`src/rtl/core/clt_pkg.sv`:
```
package clt_pkg;

   localparam int MAX_ARGS = 256;
   localparam logic [7:0] ARG_CAP = (MAX_ARGS - 1 > 255) ? 8'd255 : 8'(MAX_ARGS - 1);

   localparam logic [7:0] CHAR_QUOTE     = 8'h22;
   localparam logic [7:0] CHAR_BACKSLASH = 8'h5C;
   localparam logic [7:0] CHAR_ZERO      = 8'h30;
   localparam logic [7:0] CHAR_NINE      = 8'h39;
   localparam logic [7:0] CHAR_SPACE     = 8'h20;
   localparam logic [7:0] CHAR_TAB       = 8'h09;
   localparam logic [7:0] CHAR_CR        = 8'h0D;
   localparam int         OCT_SHIFT      = 3;

   localparam int MAX_RESULTS = 3;
   localparam int SLOT_W      = $clog2(MAX_RESULTS + 1);
   localparam int QUEUE_DEPTH = 2;
   localparam int QPTR_W      = (QUEUE_DEPTH > 1) ? $clog2(QUEUE_DEPTH) : 1;
   localparam int QCNT_W      = $clog2(QUEUE_DEPTH + 1);

   typedef enum logic [1:0] {
      KIND_BYTE     = 2'd0,
      KIND_ARG_END  = 2'd1,
      KIND_LINE_END = 2'd2
   } kind_type;

   typedef struct packed {
      logic [7:0] out_byte;
      kind_type   kind;
      logic [7:0] idx;
   } result_type;

   typedef struct packed {
      result_type [MAX_RESULTS-1:0] slot;
      logic [SLOT_W-1:0]            count;
   } bundle_type;

   function automatic bundle_type bundle_add(input bundle_type b, input logic [7:0] data_v,
                                             input kind_type kind_v, input logic [7:0] idx_v);
      bundle_type r;
      r = b;
      r.slot[b.count[SLOT_W-1:0]].out_byte = data_v;
      r.slot[b.count[SLOT_W-1:0]].kind     = kind_v;
      r.slot[b.count[SLOT_W-1:0]].idx      = idx_v;
      r.count = b.count + SLOT_W'(1);
      return r;
   endfunction

endpackage

```
`src/rtl/core/clt_front.sv`:
```
module clt_front
   import clt_pkg::*;
(
   input  logic       clock,
   input  logic       reset,
   input  logic       req_valid,
   output logic       req_ready,
   input  logic [7:0] req_in_byte,
   input  logic       req_line_end,
   input  logic       q_full,
   output logic       push,
   output bundle_type push_data
);

   typedef enum logic [1:0] {
      MODE_IDLE   = 2'd0,
      MODE_PLAIN  = 2'd1,
      MODE_QUOTED = 2'd2
   } mode_type;

   mode_type   mode_ff, mode_in;
   logic       esc_ff, esc_in;
   logic [1:0] odig_ff, odig_in;
   logic [7:0] oval_ff, oval_in;
   logic [7:0] cnt_ff, cnt_in;

   logic       accept;
   logic       in_arg;
   logic       is_ws;
   logic       is_digit;
   logic [7:0] digit_val;
   logic [7:0] oct_next;
   logic [7:0] cnt_inc;
   logic       plain_go;
   bundle_type bundle;

   assign req_ready = !q_full;
   assign accept    = req_valid && req_ready;
   assign in_arg    = (mode_ff == MODE_PLAIN) || (mode_ff == MODE_QUOTED);
   assign is_ws     = (req_in_byte == CHAR_SPACE) ||
                      ((req_in_byte >= CHAR_TAB) && (req_in_byte <= CHAR_CR));
   assign is_digit  = (req_in_byte >= CHAR_ZERO) && (req_in_byte <= CHAR_NINE);
   assign digit_val = 8'(req_in_byte - CHAR_ZERO);
   assign oct_next  = 8'(oval_ff << OCT_SHIFT) + digit_val;
   assign cnt_inc   = (cnt_ff < ARG_CAP) ? 8'(cnt_ff + 8'd1) : cnt_ff;

   always_comb begin
      mode_in  = mode_ff;
      esc_in   = esc_ff;
      odig_in  = odig_ff;
      oval_in  = oval_ff;
      cnt_in   = cnt_ff;
      plain_go = 1'b0;
      bundle   = '0;
      if (req_line_end) begin
         if (in_arg) begin
            if (odig_ff != 2'd0) begin
               bundle = bundle_add(bundle, oval_ff, KIND_BYTE, cnt_ff);
            end
            bundle = bundle_add(bundle, 8'd0, KIND_ARG_END, cnt_ff);
            bundle = bundle_add(bundle, 8'd0, KIND_LINE_END, cnt_inc);
         end else begin
            bundle = bundle_add(bundle, 8'd0, KIND_LINE_END, cnt_ff);
         end
         mode_in = MODE_IDLE;
         esc_in  = 1'b0;
         odig_in = 2'd0;
         oval_in = 8'd0;
         cnt_in  = 8'd0;
      end else if (in_arg) begin
         if (odig_ff != 2'd0) begin
            if (is_digit) begin
               if (odig_ff == 2'd2) begin
                  bundle  = bundle_add(bundle, oct_next, KIND_BYTE, cnt_ff);
                  odig_in = 2'd0;
                  oval_in = 8'd0;
               end else begin
                  odig_in = odig_ff + 2'd1;
                  oval_in = oct_next;
               end
            end else begin
               bundle   = bundle_add(bundle, oval_ff, KIND_BYTE, cnt_ff);
               odig_in  = 2'd0;
               oval_in  = 8'd0;
               plain_go = 1'b1;
            end
         end else if (esc_ff) begin
            esc_in = 1'b0;
            if (is_digit) begin
               odig_in = 2'd1;
               oval_in = digit_val;
            end else begin
               bundle = bundle_add(bundle, req_in_byte, KIND_BYTE, cnt_ff);
            end
         end else begin
            plain_go = 1'b1;
         end
      end else if (!is_ws) begin
         esc_in  = 1'b0;
         odig_in = 2'd0;
         oval_in = 8'd0;
         if (req_in_byte == CHAR_QUOTE) begin
            mode_in = MODE_QUOTED;
         end else begin
            mode_in  = MODE_PLAIN;
            plain_go = 1'b1;
         end
      end else begin
         mode_in = MODE_IDLE;
      end

      if (plain_go) begin
         if (req_in_byte == CHAR_BACKSLASH) begin
            esc_in = 1'b1;
         end else if ((mode_in == MODE_QUOTED && req_in_byte == CHAR_QUOTE) ||
                      (mode_in == MODE_PLAIN && is_ws)) begin
            bundle  = bundle_add(bundle, 8'd0, KIND_ARG_END, cnt_ff);
            cnt_in  = cnt_inc;
            mode_in = MODE_IDLE;
            esc_in  = 1'b0;
            odig_in = 2'd0;
            oval_in = 8'd0;
         end else begin
            bundle = bundle_add(bundle, req_in_byte, KIND_BYTE, cnt_ff);
         end
      end
   end

   assign push      = accept && (bundle.count != '0);
   assign push_data = bundle;

   always_ff @(posedge clock) begin
      if (reset) begin
         mode_ff <= MODE_IDLE;
         esc_ff  <= 1'b0;
         odig_ff <= 2'd0;
         oval_ff <= 8'd0;
         cnt_ff  <= 8'd0;
      end else if (accept) begin
         mode_ff <= mode_in;
         esc_ff  <= esc_in;
         odig_ff <= odig_in;
         oval_ff <= oval_in;
         cnt_ff  <= cnt_in;
      end
   end

`ifndef ASSERT_OFF
   a_line_end_clears: assert property (@(posedge clock) disable iff (reset)
      accept && req_line_end |=> mode_ff == MODE_IDLE && cnt_ff == 8'd0 && !esc_ff)
      else $error("state not cleared after line end");

   a_escape_exclusive: assert property (@(posedge clock) disable iff (reset)
      !(esc_ff && odig_ff != 2'd0) && odig_ff != 2'd3)
      else $error("escape state inconsistent");

   a_idle_no_escape: assert property (@(posedge clock) disable iff (reset)
      mode_ff == MODE_IDLE |-> !esc_ff && odig_ff == 2'd0)
      else $error("escape pending between arguments");
`endif

endmodule

```
`src/rtl/core/clt_queue.sv`:
```
module clt_queue
   import clt_pkg::*;
(
   input  logic       clock,
   input  logic       reset,
   input  logic       push,
   input  bundle_type push_data,
   output logic       full,
   input  logic       pop,
   output bundle_type head,
   output logic       empty
);

   bundle_type              mem_ff [QUEUE_DEPTH];
   logic [QPTR_W-1:0]       wr_ptr_ff;
   logic [QPTR_W-1:0]       rd_ptr_ff;
   logic [QCNT_W-1:0]       count_ff;

   function automatic logic [QPTR_W-1:0] ptr_next(input logic [QPTR_W-1:0] p);
      return (p == QPTR_W'(QUEUE_DEPTH - 1)) ? '0 : QPTR_W'(p + QPTR_W'(1));
   endfunction

   assign full  = (count_ff == QCNT_W'(QUEUE_DEPTH));
   assign empty = (count_ff == '0);
   assign head  = mem_ff[rd_ptr_ff];

   always_ff @(posedge clock) begin
      if (push) begin
         mem_ff[wr_ptr_ff] <= push_data;
      end
   end

   always_ff @(posedge clock) begin
      if (reset) begin
         wr_ptr_ff <= '0;
         rd_ptr_ff <= '0;
         count_ff  <= '0;
      end else begin
         if (push) begin
            wr_ptr_ff <= ptr_next(wr_ptr_ff);
         end
         if (pop) begin
            rd_ptr_ff <= ptr_next(rd_ptr_ff);
         end
         if (push && !pop) begin
            count_ff <= count_ff + QCNT_W'(1);
         end else if (pop && !push) begin
            count_ff <= count_ff - QCNT_W'(1);
         end
      end
   end

`ifndef ASSERT_OFF
   a_no_overflow: assert property (@(posedge clock) disable iff (reset)
      !(push && full))
      else $error("queue written while full");

   a_no_underflow: assert property (@(posedge clock) disable iff (reset)
      !(pop && empty))
      else $error("queue read while empty");

   a_count_tracks: assert property (@(posedge clock) disable iff (reset)
      push && !pop |=> count_ff == $past(count_ff) + QCNT_W'(1))
      else $error("queue count lost a write");
`endif

endmodule

```
`src/rtl/core/clt_back.sv`:
```
module clt_back
   import clt_pkg::*;
(
   input  logic       clock,
   input  logic       reset,
   input  bundle_type head,
   input  logic       empty,
   output logic       pop,
   output logic       rsp_valid,
   input  logic       rsp_ready,
   output logic [7:0] rsp_out_byte,
   output logic [1:0] rsp_result_kind,
   output logic [7:0] rsp_arg_index,
   output logic       rsp_last_of_run
);

   logic              rsp_valid_ff;
   result_type        res_ff;
   logic              last_ff;
   logic [SLOT_W-1:0] sel_ff;

   logic              load;
   logic              is_last;

   assign load    = !empty && (!rsp_valid_ff || rsp_ready);
   assign is_last = (sel_ff == SLOT_W'(head.count - SLOT_W'(1)));
   assign pop     = load && is_last;

   always_ff @(posedge clock) begin
      if (reset) begin
         rsp_valid_ff <= 1'b0;
         sel_ff       <= '0;
      end else begin
         if (load) begin
            rsp_valid_ff <= 1'b1;
            sel_ff       <= is_last ? '0 : SLOT_W'(sel_ff + SLOT_W'(1));
         end else if (rsp_ready) begin
            rsp_valid_ff <= 1'b0;
         end
      end
   end

   always_ff @(posedge clock) begin
      if (load) begin
         res_ff  <= head.slot[sel_ff];
         last_ff <= is_last;
      end
   end

   assign rsp_valid       = rsp_valid_ff;
   assign rsp_out_byte    = res_ff.out_byte;
   assign rsp_result_kind = res_ff.kind;
   assign rsp_arg_index   = res_ff.idx;
   assign rsp_last_of_run = last_ff;

`ifndef ASSERT_OFF
   a_sel_in_range: assert property (@(posedge clock) disable iff (reset)
      !empty |-> sel_ff < head.count)
      else $error("slot select beyond bundle");

   a_line_end_is_last: assert property (@(posedge clock) disable iff (reset)
      rsp_valid_ff && res_ff.kind == KIND_LINE_END |-> last_ff)
      else $error("line end word not marked last");

   a_sel_resets_on_pop: assert property (@(posedge clock) disable iff (reset)
      pop |=> sel_ff == '0)
      else $error("slot select not rewound after pop");
`endif

endmodule

```
`src/rtl/core/command_line_tokenizer_top.sv`:
```
// Splits a command line, presented one byte per word with a line-end flag on the last
// word, into argument bytes, argument-end markers and a line-end marker, each tagged
// with its argument index and a flag on the last result of its input word. An input
// word can be accepted every cycle while the queue is not full: the tokenizer front
// end updates its scan state on each accepted word and hands the up to three results
// of a word to a two-entry queue, from which the output stage sends one result per
// cycle while the receiver is ready, through a registered output. A result is held in
// the queue entry and then the output register. The sustained rate is one input word
// per cycle while each gives at most one result and the receiver is ready; a word with
// several results holds the output until all are sent; when the queue fills, input stalls.
module command_line_tokenizer_top
   import clt_pkg::*;
(
   input  logic       clock,
   input  logic       reset,
   input  logic       req_valid,
   output logic       req_ready,
   input  logic [7:0] req_in_byte,
   input  logic       req_line_end,
   output logic       rsp_valid,
   input  logic       rsp_ready,
   output logic [7:0] rsp_out_byte,
   output logic [1:0] rsp_result_kind,
   output logic [7:0] rsp_arg_index,
   output logic       rsp_last_of_run
);

   logic       q_full;
   logic       q_empty;
   logic       q_push;
   logic       q_pop;
   bundle_type q_push_data;
   bundle_type q_head;

   clt_front u_front (
      .clock        (clock),
      .reset        (reset),
      .req_valid    (req_valid),
      .req_ready    (req_ready),
      .req_in_byte  (req_in_byte),
      .req_line_end (req_line_end),
      .q_full       (q_full),
      .push         (q_push),
      .push_data    (q_push_data)
   );

   clt_queue u_queue (
      .clock     (clock),
      .reset     (reset),
      .push      (q_push),
      .push_data (q_push_data),
      .full      (q_full),
      .pop       (q_pop),
      .head      (q_head),
      .empty     (q_empty)
   );

   clt_back u_back (
      .clock           (clock),
      .reset           (reset),
      .head            (q_head),
      .empty           (q_empty),
      .pop             (q_pop),
      .rsp_valid       (rsp_valid),
      .rsp_ready       (rsp_ready),
      .rsp_out_byte    (rsp_out_byte),
      .rsp_result_kind (rsp_result_kind),
      .rsp_arg_index   (rsp_arg_index),
      .rsp_last_of_run (rsp_last_of_run)
   );

endmodule

```
`config.mk`:
```
export PLATFORM = sky130hd
export DESIGN_NAME = command_line_tokenizer_top
export DESIGN_NICKNAME = d
export VERILOG_FILES = /design/src/rtl/core/clt_pkg.sv /design/src/rtl/core/clt_front.sv /design/src/rtl/core/clt_queue.sv /design/src/rtl/core/clt_back.sv /design/src/rtl/core/command_line_tokenizer_top.sv
export SDC_FILE = /design/constraint.sdc
export NUM_CORES = 1
export LEC_CHECK = 0
export ABC_AREA = 1
export BUFFER_PORTS_ARGS = -buffer_cell sky130_fd_sc_hd__buf_2
export CAP_MARGIN = 25
export CORE_MARGIN = 2
export CORE_UTILIZATION = 50
export DETAILED_ROUTE_END_ITERATION = 7
export HOLD_SLACK_MARGIN = 0.03
export PLACE_DENSITY = 0.67
export SLEW_MARGIN = 10
export SYNTH_ARGS = -nofsm -noshare
export SYNTH_HDL_FRONTEND = slang
export SYNTH_SLANG_ARGS = --single-unit
```
`constraint.sdc`:
```
create_clock -name clock -period 5.6 [get_ports clock]
set_clock_uncertainty 0.05 [all_clocks]
set_input_delay 0.56 -clock clock [delete_from_list [all_inputs] [get_ports clock]]
set_output_delay 0.56 -clock clock [all_outputs]
set_load 0.02 [all_outputs]
```
==> results of run 1 <==
## routing by layer
layer,up-vias,global-route usage,part of all wire
met5,-,0,0
met4,0,0.0626,0.0092
met3,15,0.0442,0.061
met2,257,0.367,0.46
met1,2898,0.343,0.47
li1,2959,-,-
## power by group through the flow
| stage | Clock, mW | Sequential (mW) | Combinational (mW) |
|---|---|---|---|
| after floorplan | 0 | 1.79 | 0.643 |
| after detailed placement | 0 | 1.68 | 1.07 |
| final | 1.07 | 1.66 | 1.07 |
| after global placement | 0 | 1.68 | 1.04 |
| after CTS | 1.08 | 1.66 | 1.07 |
| after global routing | 1.13 | 1.69 | 1.20 |
## worst max-delay path by stage
stage                       start               endpoint  slack (ps)  cells past startpoint
2_1_floorplan      req_in_byte[4]   u_queue.mem_ff[0][0]         730                     16
3_3_place_gp         req_line_end  u_queue.mem_ff[1][44]        1780                     17
3_5_place_dp         req_line_end  u_queue.mem_ff[1][46]        1690                     17
4_1_cts        u_front.mode_ff[0]  u_queue.mem_ff[1][46]        1770                     17
5_1_grt        u_front.mode_ff[0]  u_queue.mem_ff[1][34]        1390                     17
6_report       u_front.mode_ff[0]  u_queue.mem_ff[1][55]        1720                     17
## critical path: stages, from the launching register on
cell	delay [ps]
dfxtp_1	390
inv_1	100
nand2_2	90
nand2_1	320
nand2_2	350
nand2_1	110
nand2_1	180
inv_1	100
ha_1	290
inv_1	40
nand2_1	50
nand2_1	50
nand3_1	80
nand2_1	70
nand3_1	110
nand3_1	110
inv_2	640
buf_4	400
## final cells by class
cell class,count,area share
well taps,211,0.0301
inverters,71,0.0307
repair buffers,39,0.0244
clock buffers,18,0.0489
clock inverters,13,0.0130
multi-input cells,569,0.338
flip-flops and latches,160,0.515
## per-stage QoR
stage	hold slack, ps	power (mW)	std cells
global placement	421	2.72	1049
floorplan	405	2.43	833
global route	444	4.02	1081
finish	408	3.80	1081
CTS	384	3.82	1081
detailed placement	429	2.76	1050
## registers in the layout (all words and copies together) (netlist names), 2 cells and up, named ones only
register,flops
u_queue.count_ff,2
u_front.cnt_ff,8
u_queue.mem_ff,112
u_back.sel_ff,2
u_back.rsp_result_kind,2
u_back.rsp_out_byte,8
u_front.oval_ff,8
u_back.rsp_arg_index,8
u_front.odig_ff,2
u_front.mode_ff,2
## cell families (layout without fill, tap and decap cells)
| kind of cell | Yosys count | count (layout) | synth area share |
|---|---|---|---|
| AO/OA/AOI/OAI | 197 | 197 | 0.144 |
| XOR/XNOR | 9 | 9 | 0.00999 |
| adder cells (fa/ha/maj) | 13 | 13 | 0.0216 |
| buffers and inverters | 104 | 141 | 0.0536 |
| flip-flops | 160 | 160 | 0.572 |
| multiplexers | 1 | 1 | 0.00127 |
| AND/OR/NAND/NOR | 349 | 349 | 0.198 |
## layout by cell type, fill, tap and decap left out, types with 4 or more instances in the layout
| cell | instances |
|---|---|
| nand2_1 | 131 |
| edfxtp_1 | 131 |
| nor2_1 | 121 |
| o21ai_0 | 91 |
| inv_1 | 59 |
| a21oi_1 | 50 |
| nand3_1 | 39 |
| buf_2 | 33 |
| dfxtp_1 | 29 |
| o32ai_1 | 18 |
| clkbuf_16 | 17 |
| o22ai_1 | 14 |
| nand2_2 | 12 |
| nor2_2 | 12 |
| ha_1 | 12 |
| nand4_1 | 11 |
| inv_2 | 9 |
| xor2_1 | 8 |
| nor3_1 | 7 |
| a31oi_1 | 5 |
| buf_4 | 5 |
| nor2_4 | 4 |
| clkinv_1 | 4 |
| o21ai_1 | 4 |
==> impl_metrics.env, run 1 <==
export IMPL_outcome="finished, final reports clean"
export IMPL_yosysTopAreaCellShare=0.499
export IMPL_synth_common_cells="edfxtp_1 (131), nand2_1 (131), nor2_1 (122), o21ai_0 (91), inv_1 (60)"
export IMPL_avgSynthCellArea_sq_um=9.47
export IMPL_cts_sinks=160
export IMPL_final_core_util=0.573
export IMPL_drtIter0Drc=582
export IMPL_power_share_clock=0.282
export IMPL_fill_cells=1381
export IMPL_gr_usage_all_layers=0.236
export IMPL_ir_drop_mv=0.377
export IMPL_diodes=0
export IMPL_worst_r2r_setup_slack_ps=1720
export IMPL_routed_wl_microns=18900
export IMPL_finalSetupTns_ps=0
export IMPL_grt_max_degree=58
export IMPL_pre_cts_ws_ps=1690
export IMPL_power_leakage_nw=3.24
export IMPL_ff2ff_path_depth=17
export IMPL_crit_path_max_fanout=38
export IMPL_power_density_nw_per_um2=434
export IMPL_min_period_over_period=0.693
export IMPL_start_kind="register"
export IMPL_synth_area_sq_um=7890
export IMPL_wire_per_inst_microns=17.4
export IMPL_fp_row_count=45
export IMPL_max_freq_mhz=258
export IMPL_start_util=0.515
export IMPL_ant_nets=0
export IMPL_path_clk_slew_ps=60
export IMPL_hold_path_depth=4
export IMPL_gp_congestion=0.910
export IMPL_synth_fp_nets=859
export IMPL_crit_path_end_kind="register"
export IMPL_dpl_hpwl_microns=12900
export IMPL_hold_end="u_back.rsp_valid"
export IMPL_synthDistinctLibCells=46
export IMPL_clock_latency_ps=420
export IMPL_synth_seq_cells=160
export IMPL_cts_tree="built"
export IMPL_yosysSeqAreaShare=0.572
export IMPL_sequentialPowerShare=0.437
export IMPL_power_frac_comb=0.282
export IMPL_die_w_microns=130
export IMPL_rsz0062_at_grt="false"
export IMPL_yosysTopAreaCell="edfxtp_1"
export IMPL_ys_warn_count=0
export IMPL_post_route_drc_count=0
export IMPL_cts_made_buffers=17
export IMPL_synth_area_leaders="edfxtp_1 (50%), dfxtp_1 (7.4%), nand2_1 (6.2%)"
export IMPL_swShare=0.343
export IMPL_die_area_sq_um=16800
export IMPL_async_reset_ff_frac=0
export IMPL_core_sq_um=15300
export IMPL_final_seq_area_sq_um=4510
export IMPL_worstPathRequired_ps=5650
export IMPL_synth_edf_count=131
export IMPL_fin_ws_ps=1720
export IMPL_synthFlopType="edfxtp_1"
export IMPL_r2r_end="u_queue.mem_ff[1][55]"
export IMPL_portBuffers=33
export IMPL_cap_viol_max_count=0
export IMPL_root_buffer="clkbuf_16"
export IMPL_arrival_ps=3930
export IMPL_slew_violations=0
export IMPL_dr_total_vias=6129
export IMPL_grt_pass1_vias=5801
export IMPL_globalRouteOverflowTotal=0
export IMPL_ctsResizeCount=0
export IMPL_areaGrowthSynthToFinish_pct=11.1
export IMPL_worst_slew_pin_slew_ps=978
export IMPL_antenna_found_initial=0
export IMPL_syn_inst=833
export IMPL_grt_pass1_wl_microns=30400
export IMPL_critPathKind="register to register"
export IMPL_vias_per_cell=5.67
export IMPL_multi_input_area_sq_um=2960
export IMPL_drive_gt1_frac=0.139
export IMPL_nNetsFinal=884
export IMPL_p_int_mw=2.50
export IMPL_worstReg2RegStart="u_front.mode_ff[0]"
export IMPL_drtPass1Iterations=5
export IMPL_fin_crit_ps=3880
export IMPL_dieHeight_microns=130
export IMPL_setup_viol=0
export IMPL_clockBufferDepth=2
export IMPL_hold_viol=0
export IMPL_post_cts_setup_buffers=0
export IMPL_cts_hold_fix_buffers=0
export IMPL_dpl_instance_area_sq_um=8230
export IMPL_fin_area_sq_um=8770
export IMPL_htree_levels=4
export IMPL_relSlewSlack=0.348
export IMPL_ios=34
export IMPL_p_sw_mw=1.31
export IMPL_worstHoldStart="rsp_ready"
export IMPL_hp_class="primary input to register"
(Power assumes the default switching activity.)
==> run 2, diff against run 1 <==
==> constraint.sdc (replaced) <==
create_clock -name clock -period 3.75 [get_ports clock]
set_clock_uncertainty 0.05 [all_clocks]
set_input_delay 0.375 -clock clock [delete_from_list [all_inputs] [get_ports clock]]
set_output_delay 0.375 -clock clock [all_outputs]
set_load 0.02 [all_outputs]
==> impl_metrics.env, run 2 (synthesis results as in run 1) <==
export IMPL_dieHeight_microns=130
export IMPL_die_w_microns=130
export IMPL_cts_sinks=160
export IMPL_gp_congestion=0.958
export IMPL_portBuffers=33
export IMPL_critPathKind="register to register"
export IMPL_start_kind="register"
export IMPL_cp_buffers_inverters=4
export IMPL_finalSetupTns_ps=0
export IMPL_worstPathCellList="inv_1 > nand2_2 > nand3_1 > nor2_1 > nand2_1 > nand2_1 > inv_1 > ha_1 > inv_1 > nand2_1 > nand2_1 > nand3_1 > nand2_1 > nand3_1 > nand2_1 > inv_1 > ha_1 > a21oi_1 > o21ai_0 > o21ai_0 > a21oi_1"
export IMPL_drtIter0Drc=597
export IMPL_areaGrowthSynthToFinish_pct=12.8
export IMPL_globalRouteOverflowTotal=0
export IMPL_clock_latency_ps=420
export IMPL_stdcell_count=1094
export IMPL_arrival_ps=3260
export IMPL_ant_nets=0
export IMPL_setup_viol=0
export IMPL_htree_levels=4
export IMPL_final_cell_mix="nand2_1 (131), edfxtp_1 (131), nor2_1 (121)"
export IMPL_finalPower_mw=5.77
export IMPL_fp_row_count=45
export IMPL_worst_slew_pin_slew_ps=742
export IMPL_cts_hold_fix_buffers=0
export IMPL_vias_per_cell=5.70
export IMPL_wire_per_inst_microns=17.9
export IMPL_post_cts_setup_buffers=0
export IMPL_post_route_drc_count=0
export IMPL_critPathLaunch="u_front.mode_ff[1]"
export IMPL_largest_reg_flops=112
export IMPL_max_stage_delay_ps=370
export IMPL_cap_viol_max_count=0
export IMPL_diodes=0
export IMPL_path_clk_slew_ps=60
export IMPL_grt_max_degree=55
export IMPL_root_buffer="clkbuf_16"
export IMPL_dpl_hpwl_microns=13300
export IMPL_routed_wl_microns=19600
export IMPL_cts_tree="built"
export IMPL_largest_register="u_queue.mem_ff"
export IMPL_antenna_found_initial=0
export IMPL_outcome="finished, final reports clean"
export IMPL_drtPass1Iterations=6
export IMPL_grt_pass1_wl_microns=31400
export IMPL_relSlewSlack=0.503
export IMPL_drive_gt1_frac=0.149
export IMPL_rsz0062_at_grt="false"
export IMPL_slew_violations=0
export IMPL_ir_drop_mv=0.364
export IMPL_dp_cells=1063
export IMPL_crit_family="simple AND/OR/NAND/NOR gates"
export IMPL_crit_path_end_kind="register"
export IMPL_max_freq_mhz=333
export IMPL_slowest_stage="dfxtp_1"
export IMPL_clockBufferDepth=2
export IMPL_min_period_over_period=0.801
export IMPL_cts_made_buffers=17
export IMPL_power_leakage_nw=3.33
export IMPL_core_sq_um=15300
export IMPL_fin_crit_ps=3010
export IMPL_hold_viol=0
export IMPL_power_density_nw_per_um2=649
export IMPL_crit_path_max_fanout=5
export IMPL_grt_pass1_vias=5847
export IMPL_cpMostUsedCell="nand2_1"
export IMPL_die_area_sq_um=16800
export IMPL_worstHoldStart="rsp_ready"
export IMPL_start_util=0.515
export IMPL_ios=34
export IMPL_fill_cells=1341
export IMPL_dr_total_vias=6241
export IMPL_gr_usage_all_layers=0.246
export IMPL_hp_class="primary input to register"
export IMPL_nNetsFinal=897
export IMPL_worstPathRequired_ps=4000
export IMPL_ctsResizeCount=0
export IMPL_worstReg2RegStart="u_front.mode_ff[1]"
-- run 2: changes by cell type in the layout (fill, tap and decap cells not counted), sizes merged --
cell | before | now
bufinv | 1 | 2
clkinv | 8 | 9
clkinvlp | 4 | 1
buf | 39 | 52
inv | 71 | 70
clkbuf | 18 | 20
-- run 2: power breakdown --
group          switching [mW]  internal, mW  leakage, nW
Sequential              0.105          2.38         1.48
Combinational            1.18         0.485         1.58
Clock                   0.654         0.971        0.269
-- run 2: path summary, 6_finish.rpt --
path | to | slack, ps | depth (start not counted)
min | u_back.rsp_valid | 230 | 4
max | u_queue.count_ff[1] | 740 | 21
max reg2reg | u_queue.count_ff[1] | 740 | 21
min reg2reg | u_front.cnt_ff[7] | 430 | 2
-- run 2: final cells by class --
cell class / instances / area [sq um] / share of cell area
clock buffers: 20 / 437 / 0.0491
clock inverters: 11 / 116 / 0.0131
inverters: 71 / 269 / 0.0302
multi-input cells: 569 / 2960 / 0.333
flip-flops and latches: 160 / 4510 / 0.507
well taps: 211 / 264 / 0.0297
repair buffers: 52 / 333 / 0.0374
-- run 2: worst reg2reg max path, delay by kind of cell, from the launching register on --
family,cells,cell delay [ps]
flip-flops,1,370
AND/OR/NAND/NOR,11,1080
buffers and inverters,4,330
AO/OA/AOI/OAI,4,460
adder cells (fa/ha/maj),2,600
-- run 2: per-stage QoR --
| stage | utilization | hold slack, ps | setup slack (ps) | cell area (sq um) |
|---|---|---|---|---|
| after global routing | 0.581 | 240 | 367 | 8900 |
| final | 0.581 | 230 | 744 | 8900 |
| after detailed placement | 0.545 | 425 | 382 | 8340 |
| after CTS | 0.581 | 212 | 733 | 8900 |
| after global placement | 0.545 | 418 | 532 | 8340 |
| after floorplan | - | 405 | 3.14 | 7890 |
-- run 2: layer usage --
| metal | GRT usage | up-vias | share of wire |
|---|---|---|---|
| met5 | 0 | - | 0 |
| met4 | 0.0791 | 0 | 0.020 |
| met3 | 0.0425 | 36 | 0.055 |
| met2 | 0.396 | 219 | 0.47 |
| met1 | 0.342 | 2999 | 0.45 |
| li1 | - | 2987 | - |
